**config.mk**
```make
export PLATFORM = sky130hd
export DESIGN_NAME = sine_tone_with_linear_fade_top_flat
export DESIGN_NICKNAME = d
export VERILOG_FILES = /design/src/hw/rtl/sttf_pkg.sv /design/src/hw/rtl/sttf_if.sv /design/src/hw/rtl/sttf_div.sv /design/src/hw/rtl/sine_tone_with_linear_fade_top.sv /design/src/flat_wrapper.sv
export SDC_FILE = /design/constraint.sdc
export NUM_CORES = 2
export LEC_CHECK = 0
export BUFFER_PORTS_ARGS = -buffer_cell sky130_fd_sc_hd__clkbuf_2
export CAP_MARGIN = 20
export CORE_MARGIN = 2
export CORE_UTILIZATION = 34
export CTS_CLUSTER_DIAMETER = 50
export CTS_CLUSTER_SIZE = 10
export DETAILED_ROUTE_END_ITERATION = 12
export SYNTH_ARGS = -nofsm -noshare
export SYNTH_HDL_FRONTEND = slang
export SYNTH_SLANG_ARGS = --single-unit
```
**constraint.sdc**
```tcl
create_clock -name clk_i -period 15.4 [get_ports clk_i]
set_clock_uncertainty 0.15 [all_clocks]
set_input_delay 3.08 -clock clk_i [delete_from_list [all_inputs] [get_ports clk_i]]
set_output_delay 3.08 -clock clk_i [all_outputs]
set_load 0.02 [all_outputs]
```
**src/hw/rtl/sttf_pkg.sv**
```systemverilog
`timescale 1ns / 1ps
// shared types, constants and helpers for the sine tone generator
// no dependencies

package sttf_pkg;

  localparam int unsigned SINE_INDEX_BITS = 10;
  localparam int unsigned COUNT_BITS      = 16;
  localparam int unsigned QUARTER_BITS    = SINE_INDEX_BITS - 2;
  localparam int unsigned Z_SHIFT         = 30 - QUARTER_BITS;

  localparam int unsigned CFG_IDX_W  = 8;
  localparam int unsigned CFG_DATA_W = 32;
  localparam int unsigned DIVD_W     = 32;
  localparam int unsigned DIVS_W     = 16;

  // odd taylor coefficients of sin(pi/2*z), unsigned q2.30
  localparam logic [31:0] K1 = 32'd1686629713;
  localparam logic [31:0] K3 = 32'd693598668;
  localparam logic [31:0] K5 = 32'd85569306;
  localparam logic [31:0] K7 = 32'd5026995;
  localparam logic [31:0] K9 = 32'd172273;

  typedef enum logic [CFG_IDX_W-1:0] {
    REG_PHASE_STEP = 8'd0,
    REG_VOLUME     = 8'd1,
    REG_TOTAL      = 8'd2,
    REG_FADE       = 8'd3
  } cfg_reg_e;

  typedef enum logic [3:0] {
    ST_IDLE,
    ST_CHECK,
    ST_ZSQ,
    ST_Z2,
    ST_HMUL,
    ST_HSUB,
    ST_ZP,
    ST_RND,
    ST_VN,
    ST_VM,
    ST_DIVI,
    ST_DIV,
    ST_FIN
  } tone_state_e;

  typedef struct packed {
    logic              start;
    logic [DIVD_W-1:0] dividend;
    logic [DIVS_W-1:0] divisor;
  } div_req_t;

  // coefficient subtracted from in horner step n
  function automatic logic [31:0] horner_coef(input logic [1:0] step);
    logic [31:0] c;
    case (step)
      2'd0:    c = K7;
      2'd1:    c = K5;
      2'd2:    c = K3;
      default: c = K1;
    endcase
    return c;
  endfunction

endpackage

```
**src/hw/rtl/sttf_if.sv**
```systemverilog
`timescale 1ns / 1ps
// valid/ready channel interfaces for the tone generator
// depends on nothing

interface sttf_in_if;
  logic valid;
  logic ready;
  logic restart;
  modport source (output valid, output restart, input ready);
  modport sink (input valid, input restart, output ready);
endinterface

interface sttf_out_if;
  logic               valid;
  logic               ready;
  logic signed [15:0] sample;
  logic               last;
  logic               finished;
  modport source (output valid, output sample, output last, output finished, input ready);
  modport sink (input valid, input sample, input last, input finished, output ready);
endinterface

```
**src/hw/rtl/sttf_div.sv**
```systemverilog
`timescale 1ns / 1ps
// restoring serial divider, one quotient bit per cycle
// depends on sttf_pkg

module sttf_div import sttf_pkg::*; (
  input  logic              clk_i,
  input  logic              rst_ni,
  input  div_req_t          req_i,
  output logic              done_o,
  output logic [DIVD_W-1:0] quotient_o
);

  localparam int unsigned CNT_W = $clog2(DIVD_W);

  logic              busy_q, busy_d;
  logic              done_q, done_d;
  logic [CNT_W-1:0]  cnt_q, cnt_d;
  logic [DIVS_W:0]   rem_q, rem_d;
  logic [DIVD_W-1:0] dvd_q, dvd_d;
  logic [DIVS_W-1:0] dvs_q, dvs_d;
  logic [DIVS_W:0]   rem_sh;
  logic [DIVS_W:0]   rem_sub;
  logic              fits;

  assign rem_sh  = {rem_q[DIVS_W-1:0], dvd_q[DIVD_W-1]};
  assign rem_sub = rem_sh - {1'b0, dvs_q};
  assign fits    = rem_sh >= {1'b0, dvs_q};

  always_comb begin
    busy_d = busy_q;
    done_d = 1'b0;
    cnt_d  = cnt_q;
    rem_d  = rem_q;
    dvd_d  = dvd_q;
    dvs_d  = dvs_q;
    if (req_i.start) begin
      busy_d = 1'b1;
      cnt_d  = '1;
      rem_d  = '0;
      dvd_d  = req_i.dividend;
      dvs_d  = req_i.divisor;
    end else if (busy_q) begin
      rem_d = fits ? rem_sub : rem_sh;
      dvd_d = {dvd_q[DIVD_W-2:0], fits};
      cnt_d = cnt_q - 1'b1;
      if (cnt_q == '0) begin
        busy_d = 1'b0;
        done_d = 1'b1;
      end
    end
  end

  always_ff @(posedge clk_i or negedge rst_ni) begin
    if (!rst_ni) begin
      busy_q <= 1'b0;
      done_q <= 1'b0;
      cnt_q  <= '0;
    end else begin
      busy_q <= busy_d;
      done_q <= done_d;
      cnt_q  <= cnt_d;
    end
  end

  always_ff @(posedge clk_i) begin
    rem_q <= rem_d;
    dvd_q <= dvd_d;
    dvs_q <= dvs_d;
  end

  assign done_o     = done_q;
  assign quotient_o = dvd_q;

endmodule

```
**src/hw/rtl/sine_tone_with_linear_fade_top.sv**
```systemverilog
`timescale 1ns / 1ps
// sine tone generator with linear fade envelope, one sample word per input word
// each word passes the check, polynomial, volume and fade steps in turn; inside a fade
//   the serial divider dominates its time; an ended tone goes from check straight to the final step
// a new word is accepted only in idle, when the output register is free or being read, no overlap
// reset: config registers, sample count and phase clear to zero, output empty
// depends on sttf_pkg, sttf_if, sttf_div

module sine_tone_with_linear_fade_top import sttf_pkg::*; (
  input  logic                  clk_i,
  input  logic                  rst_ni,
  input  logic                  cfg_we_i,
  input  logic [CFG_IDX_W-1:0]  cfg_idx_i,
  input  logic [CFG_DATA_W-1:0] cfg_data_i,
  sttf_in_if.sink               in_i,
  sttf_out_if.source            out_o
);

  // wide enough to compare count, total and fade at the 16-bit count width
  localparam int unsigned EW = 25;
  localparam logic [QUARTER_BITS:0] QN = {1'b1, {QUARTER_BITS{1'b0}}};
  localparam logic [EW-1:0] CMAX_E = EW'({COUNT_BITS{1'b1}});

  tone_state_e state_q, state_d;

  // configuration
  logic [31:0] phase_step_q;
  logic [14:0] volume_q;
  logic [15:0] total_q;
  logic [15:0] fade_q;

  // architectural state
  logic [COUNT_BITS-1:0] count_q;
  logic [31:0]           phase_q;

  // working registers
  logic [30:0] z_q, z2_q;
  logic [31:0] p_q;
  logic [63:0] prod_q;
  logic [1:0]  hstep_q;
  logic [14:0] mag_q;
  logic [15:0] num_q, den_q, quo_q;
  logic        div_en_q, neg_q, last_q, fin_q;

  // output register
  logic        out_vld_q;
  logic [15:0] out_smp_q;
  logic        out_last_q, out_fin_q;

  // shared multiplier
  logic [31:0] mul_a, mul_b;
  logic [63:0] prod_d;
  assign prod_d = 64'(mul_a) * 64'(mul_b);

  // ---- per-sample decode for the check step
  logic [SINE_INDEX_BITS-1:0] idx;
  logic [QUARTER_BITS:0]      kq;
  logic [30:0]                z_new;
  logic [EW-1:0]              s_e, tot_e, fade_e, left_e;
  logic                       fade_in, fade_out, tone_done, is_last;

  always_comb begin
    idx   = phase_q[31 -: SINE_INDEX_BITS];
    kq    = idx[QUARTER_BITS] ? (QN - {1'b0, idx[QUARTER_BITS-1:0]})
                              : {1'b0, idx[QUARTER_BITS-1:0]};
    z_new = 31'(kq) << Z_SHIFT;
    s_e   = EW'(count_q);
    fade_e = EW'(fade_q);
    tot_e = (EW'(total_q) < CMAX_E) ? EW'(total_q) : CMAX_E;
    left_e = tot_e - s_e;
    tone_done = s_e >= tot_e;
    is_last   = s_e == (tot_e - EW'(1));
    fade_in   = (fade_e != '0) && (s_e < fade_e);
    fade_out  = (fade_e != '0) && (fade_e <= tot_e) && (s_e >= (tot_e - fade_e));
  end

  // rounding of the polynomial to q1.15 with clamp
  logic [32:0] v_rnd;
  logic [14:0] mag_new;
  always_comb begin
    v_rnd   = 33'(prod_q[61:30]) + 33'(17'h4000);
    mag_new = (v_rnd[32:15] > 18'd32767) ? 15'h7fff : v_rnd[29:15];
  end

  // ---- divider
  div_req_t          div_req;
  logic              div_done;
  logic [DIVD_W-1:0] div_quo;

  sttf_div u_div (
    .clk_i      (clk_i),
    .rst_ni     (rst_ni),
    .req_i      (div_req),
    .done_o     (div_done),
    .quotient_o (div_quo)
  );

  // ---- sequencer: next state
  always_comb begin
    state_d = state_q;
    unique case (state_q)
      ST_IDLE:  if (in_i.valid && in_i.ready) state_d = ST_CHECK;
      ST_CHECK: state_d = tone_done ? ST_FIN : ST_ZSQ;
      ST_ZSQ:   state_d = ST_Z2;
      ST_Z2:    state_d = ST_HMUL;
      ST_HMUL:  state_d = ST_HSUB;
      ST_HSUB:  state_d = (hstep_q == 2'd3) ? ST_ZP : ST_HMUL;
      ST_ZP:    state_d = ST_RND;
      ST_RND:   state_d = ST_VN;
      ST_VN:    state_d = ST_VM;
      ST_VM:    state_d = ST_DIVI;
      ST_DIVI:  state_d = div_en_q ? ST_DIV : ST_FIN;
      ST_DIV:   if (div_done) state_d = ST_FIN;
      ST_FIN:   state_d = ST_IDLE;
      default:  state_d = ST_IDLE;
    endcase
  end

  // ---- sequencer: outputs (multiplier operands, divider start, ready)
  always_comb begin
    mul_a       = '0;
    mul_b       = '0;
    in_i.ready  = 1'b0;
    div_req.start    = 1'b0;
    div_req.dividend = prod_q[46:15];
    div_req.divisor  = den_q;
    unique case (state_q)
      ST_IDLE: in_i.ready = !out_vld_q || out_o.ready;
      ST_ZSQ: begin
        mul_a = 32'(z_q);
        mul_b = 32'(z_q);
      end
      ST_HMUL: begin
        mul_a = 32'(z2_q);
        mul_b = p_q;
      end
      ST_ZP: begin
        mul_a = 32'(z_q);
        mul_b = p_q;
      end
      ST_VN: begin
        mul_a = 32'(volume_q);
        mul_b = 32'(num_q);
      end
      ST_VM: begin
        mul_a = prod_q[31:0];
        mul_b = 32'(mag_q);
      end
      ST_DIVI: div_req.start = div_en_q;
      default: ;
    endcase
  end

  // ---- registers
  always_ff @(posedge clk_i or negedge rst_ni) begin
    if (!rst_ni) begin
      state_q      <= ST_IDLE;
      phase_step_q <= '0;
      volume_q     <= '0;
      total_q      <= '0;
      fade_q       <= '0;
      count_q      <= '0;
      phase_q      <= '0;
      out_vld_q    <= 1'b0;
      hstep_q      <= '0;
    end else begin
      state_q <= state_d;

      if (cfg_we_i) begin
        unique case (cfg_idx_i)
          REG_PHASE_STEP: phase_step_q <= cfg_data_i;
          REG_VOLUME:     volume_q     <= cfg_data_i[14:0];
          REG_TOTAL:      total_q      <= cfg_data_i[15:0];
          REG_FADE:       fade_q       <= cfg_data_i[15:0];
          default: ;
        endcase
      end

      if (out_vld_q && out_o.ready) out_vld_q <= 1'b0;

      // restart clears count and phase before this word is worked on
      if (state_q == ST_IDLE && in_i.valid && in_i.ready && in_i.restart) begin
        count_q <= '0;
        phase_q <= '0;
      end

      if (state_q == ST_Z2) hstep_q <= '0;
      if (state_q == ST_HSUB) hstep_q <= hstep_q + 2'd1;

      if (state_q == ST_FIN) begin
        out_vld_q <= 1'b1;
        if (!fin_q) begin
          count_q <= count_q + COUNT_BITS'(1);
          phase_q <= phase_q + phase_step_q;
        end
      end
    end
  end

  // datapath registers, no reset needed
  always_ff @(posedge clk_i) begin
    prod_q <= prod_d;
    case (state_q)
      ST_CHECK: begin
        z_q      <= z_new;
        neg_q    <= idx[SINE_INDEX_BITS-1];
        fin_q    <= tone_done;
        last_q   <= is_last;
        div_en_q <= fade_in || fade_out;
        num_q    <= fade_in ? s_e[15:0] : (fade_out ? left_e[15:0] : 16'd1);
        den_q    <= fade_q;
      end
      ST_Z2: begin
        z2_q <= prod_q[60:30];
        p_q  <= K9;
      end
      ST_HSUB: p_q <= horner_coef(hstep_q) - prod_q[61:30];
      ST_RND:  mag_q <= mag_new;
      // without a fade the quotient is the scaled product itself
      ST_DIVI: quo_q <= prod_q[30:15];
      ST_DIV:  if (div_done) quo_q <= div_quo[15:0];
      ST_FIN: begin
        out_smp_q  <= fin_q ? 16'd0 : (neg_q ? (16'd0 - quo_q) : quo_q);
        out_last_q <= fin_q ? 1'b0 : last_q;
        out_fin_q  <= fin_q;
      end
      default: ;
    endcase
  end

  assign out_o.valid    = out_vld_q;
  assign out_o.sample   = out_smp_q;
  assign out_o.last     = out_last_q;
  assign out_o.finished = out_fin_q;

endmodule

```
**src/flat_wrapper.sv**
```systemverilog
// flat-port wrapper written by rule: the top's interface ports become plain ports
module sine_tone_with_linear_fade_top_flat import sttf_pkg::*;
  (clk_i, rst_ni, cfg_we_i, cfg_idx_i, cfg_data_i, in_i_valid, in_i_restart, in_i_ready, out_o_valid, out_o_sample, out_o_last, out_o_finished, out_o_ready);
  sttf_in_if in_i_i ();
  sttf_out_if out_o_i ();
  input  logic clk_i;
  input  logic rst_ni;
  input  logic cfg_we_i;
  input  logic [CFG_IDX_W-1:0] cfg_idx_i;
  input  logic [CFG_DATA_W-1:0] cfg_data_i;
  input wire logic [$bits(in_i_i.valid)-1:0] in_i_valid;
  input wire logic [$bits(in_i_i.restart)-1:0] in_i_restart;
  output wire logic [$bits(in_i_i.ready)-1:0] in_i_ready;
  output wire logic [$bits(out_o_i.valid)-1:0] out_o_valid;
  output wire logic [$bits(out_o_i.sample)-1:0] out_o_sample;
  output wire logic [$bits(out_o_i.last)-1:0] out_o_last;
  output wire logic [$bits(out_o_i.finished)-1:0] out_o_finished;
  input wire logic [$bits(out_o_i.ready)-1:0] out_o_ready;
  assign in_i_i.valid = in_i_valid;
  assign in_i_i.restart = in_i_restart;
  assign in_i_ready = in_i_i.ready;
  assign out_o_valid = out_o_i.valid;
  assign out_o_sample = out_o_i.sample;
  assign out_o_last = out_o_i.last;
  assign out_o_finished = out_o_i.finished;
  assign out_o_i.ready = out_o_ready;
  sine_tone_with_linear_fade_top u_core (.clk_i(clk_i), .rst_ni(rst_ni), .cfg_we_i(cfg_we_i), .cfg_idx_i(cfg_idx_i), .cfg_data_i(cfg_data_i), .in_i(in_i_i), .out_o(out_o_i));
endmodule
```
==> results_dict.tcl <==
set metrics [dict create \
    worst_slew_pin_slew_ns 1.19 \
    clkLatencyLatePin_ns 0.62 \
    synth_top_cell_area_share_pct 32.8 \
    postLayoutCoreUtil_pct 37.2 \
    ant_nets 0 \
    place_area_um2 57800 \
    period_minus_slack_ns 10.95 \
    clock_path_buffers 3 \
    status "finished, final reports clean" \
    clk_pin_slew_ns 0.06 \
    powerDensity_nw_per_um2 135 \
    drt_wl_total_um 183000 \
    grt_use_total_pct 22.5 \
    syn_to_final_growth_pct 8.73 \
    synth.distinct_cells 85 \
    synth.area.top_cells "fa_1 (33%), edfxtp_1 (11%), ha_1 (9.5%)" \
    cts_tree "done" \
    grt_pass1_wl_um 278000 \
    synth_area_um2 54900 \
    fmax_ghz 0.0913 \
    layout.cells.most_common_list "inv_1 (975), fa_1 (900), nor2_1 (793)" \
    antenna_found_initial 11 \
    p_seq_share_pct 23.7 \
    relSlewSlack_pct 20.6 \
    grt_pass1_vias 44374 \
    setup_violations 0 \
    crit_type "reg2reg" \
    cpMostUsedCell "fa_1" \
    cp.required_ns 15.73 \
    ios 66 \
    drt_iter0_drc 4127 \
    drv_cap 0 \
    final_max_slew_viol_count 0 \
    synth_edf_count 205 \
    clkPwrFrac_pct 15.6 \
    cts.sinks 424 \
    cp-end-kind "flip-flop" \
    htreeDepth 2 \
    grt-ovfl-total 0 \
    die_h_um 406 \
    combPwrFrac_pct 60.7 \
    fillers 16335 \
    fin_crit_sh_pct 71.1 \
    gp_congestion 0.964 \
    cts_resized 0 \
    die_area_um2 165000 \
    grt_setup_unrepaired "false" \
    layout-drive-gt1-share_pct 6.94 \
    vias 42615 \
    fin_area_um2 59600 \
    hold_violations 0 \
    final_common_cell "inv_1" \
    dp.final_hpwl_um 140000 \
    cp_slowest_cell "nand2_1" \
    grt_max_degree 75 \
    ctsHoldBuffers 0 \
    irDropWorstVdd_mv 0.102 \
    initial_core_util_pct 34.2 \
    p_sw_uw 4050 \
    synth_flop_cell "edfxtp_1" \
    yosysTopAreaCell "fa_1" \
    io_buffers 65 \
    seq_area_frac_synth_pct 20.5 \
    holdWs_ns 0.268 \
    cts_root_buf "clkbuf_16" \
    setup_tns_ns 0 \
    critPathTopFamily "adder cells" \
    cp_slowest_stage_delay_ns 0.90 \
    final_nets 7236 \
    cp_max_fo 22 \
    hp-class "reg2reg" \
    critPathArrivalTime_ns 11.28 \
    via_per_inst 5.27 \
    drcViolationCount 0 \
    async_reset_ff_share_pct 33.3 \
    ys_seq_elements 424 \
    ys_warn_count 0 \
    worstSetupStartpointType "flip-flop" \
    rows 147 \
    synth.avg_cell_area_um2 9.29 \
    die_w_um 406 \
    leakage_uw 0.0276 \
    design.core.area_um2 160000 \
    critPathBufInv 4 \
    drt-pass1-iter-count 6 \
    wl_per_cell_um 22.7 \
    sw_frac_of_total_pct 50.2 \
    cts_buffers 55 \
    netlist_instances 5906 \
    postCtsSetupBuffers 0 \
    p_int_uw 4010 \
]
## power by group through the flow
stage | clock, uW | combinational (uW) | sequential, uW
2_1_floorplan | 0 | 3230 | 1740
3_3_place_gp | 0 | 4740 | 1920
3_5_place_dp | 0 | 4760 | 1930
4_1_cts | 1280 | 4820 | 1910
5_1_grt | 1330 | 5340 | 1940
6_report | 1260 | 4890 | 1910
## sequential cells by signal, summed over array words and instances, names as in the netlist, 15 cells and up
name                     flops
u_core.z2_q                 31
u_core.fade_q               16
u_core.mag_q                15
u_core.u_div.quotient_o     32
u_core.num_q                16
u_core.u_div.rem_q          16
u_core.prod_q               62
u_core.quo_q                16
u_core.out_o.sample         16
u_core.p_q                  32
u_core.phase_q              32
u_core.count_q              16
u_core.phase_step_q         32
u_core.u_div.dvs_q          16
u_core.den_q                16
u_core.total_q              16
u_core.volume_q             15
## stage by stage
step / cells / power, uW / setup WS, ns
2_1_floorplan: 5919 / 4970 / 6.55
3_3_place_gp: 7973 / 6660 / 4.85
3_5_place_dp: 7973 / 6680 / 4.64
4_1_cts: 8076 / 8000 / 4.60
5_1_grt: 8081 / 8610 / 4.06
6_report: 8083 / 8060 / 4.45
## cell usage after synthesis, types with 25 or more instances
cell type / number
nor2_1: 795
dfxtp_1: 78
nand4_1: 31
or3_1: 27
a22o_1: 25
a21oi_1: 172
a211oi_1: 25
nand2b_1: 64
nand2_1: 691
dfrtp_1: 141
o21ai_0: 153
nand3_1: 81
fa_1: 900
nor3_1: 56
o21a_1: 42
xnor2_1: 137
clkbuf_1: 258
inv_1: 975
and2_1: 28
a21o_1: 64
mux2_2: 94
edfxtp_1: 205
nor2b_1: 34
a22oi_1: 34
xor2_1: 56
ha_1: 415
and3_1: 40
## worst reg2reg max path: cells and delay by family (launching register included)
family	cells	cell delay, ns
adders and majority gates	9	4.22
xor gates and xnor gates	1	0.11
DFF	1	0.51
AOI/OAI and AO/OA	9	2.85
and+or+nand+nor	5	2.39
buffers and inverters	4	0.62
## final cells by class
type / instances / area [um2] / area share, %
multi-input combinational: 4236 / 39000 / 65.4
timing repair buffer: 182 / 1280 / 2.14
antenna: 2 / 5.00 / 0.00839
inverter: 976 / 3660 / 6.14
clock buffer: 86 / 1530 / 2.57
clock inverter: 17 / 215 / 0.361
sequential: 424 / 11200 / 18.9
tap: 2160 / 2700 / 4.53
## metal layers
metal  global-route usage [%]  vias up  part of all wire (%)  wire length, um
met4                     7.48        2                   3.9             7200
met5                        0        -                0.0071               13
met2                     35.9     1781                    46            83400
li1                         -    18579                     -                -
met1                     30.7    21923                    42            76500
met3                     3.86      330                   8.7            16000
## final timing paths
path / slack [ns] / cells after the start / start / endpoint
worst max-delay path: 4.45 / 28 / u_core.state_q[3]$_DFFE_PN0P_ / u_core.prod_q[61]$_DFF_P_
worst min-delay path: 0.27 / 0 / u_core.den_q[12]$_DFFE_PN_ / u_core.u_div.dvs_q[12]$_DFFE_PP_
worst max register to register: 4.45 / 28 / u_core.state_q[3]$_DFFE_PN0P_ / u_core.prod_q[61]$_DFF_P_
worst min register to register: 0.27 / 0 / u_core.den_q[12]$_DFFE_PN_ / u_core.u_div.dvs_q[12]$_DFFE_PP_
max in group asynchronous: 11.66 / 3 / rst_ni / u_core.count_q[11]$_DFF_PN0_
min in group asynchronous: 2.36 / 1 / rst_ni / u_core.phase_q[10]$_DFF_PN0_
## cell families (layout without fill, tap and decap cells)
| family | Yosys count | count (layout) | share of synthesized area, % |
|---|---|---|---|
| DFF | 424 | 424 | 20.5 |
| muxes | 116 | 116 | 2.33 |
| and+or+nand+nor | 1915 | 1915 | 14.9 |
| AOI/OAI and AO/OA | 682 | 682 | 8.28 |
| other | 2 | 17 | 0.0137 |
| xor gates and xnor gates | 193 | 193 | 3.08 |
| buffers and inverters | 1259 | 1261 | 8.62 |
| adders and majority gates | 1315 | 1315 | 42.3 |
Note: power is estimated with default switching activity, not from simulation.
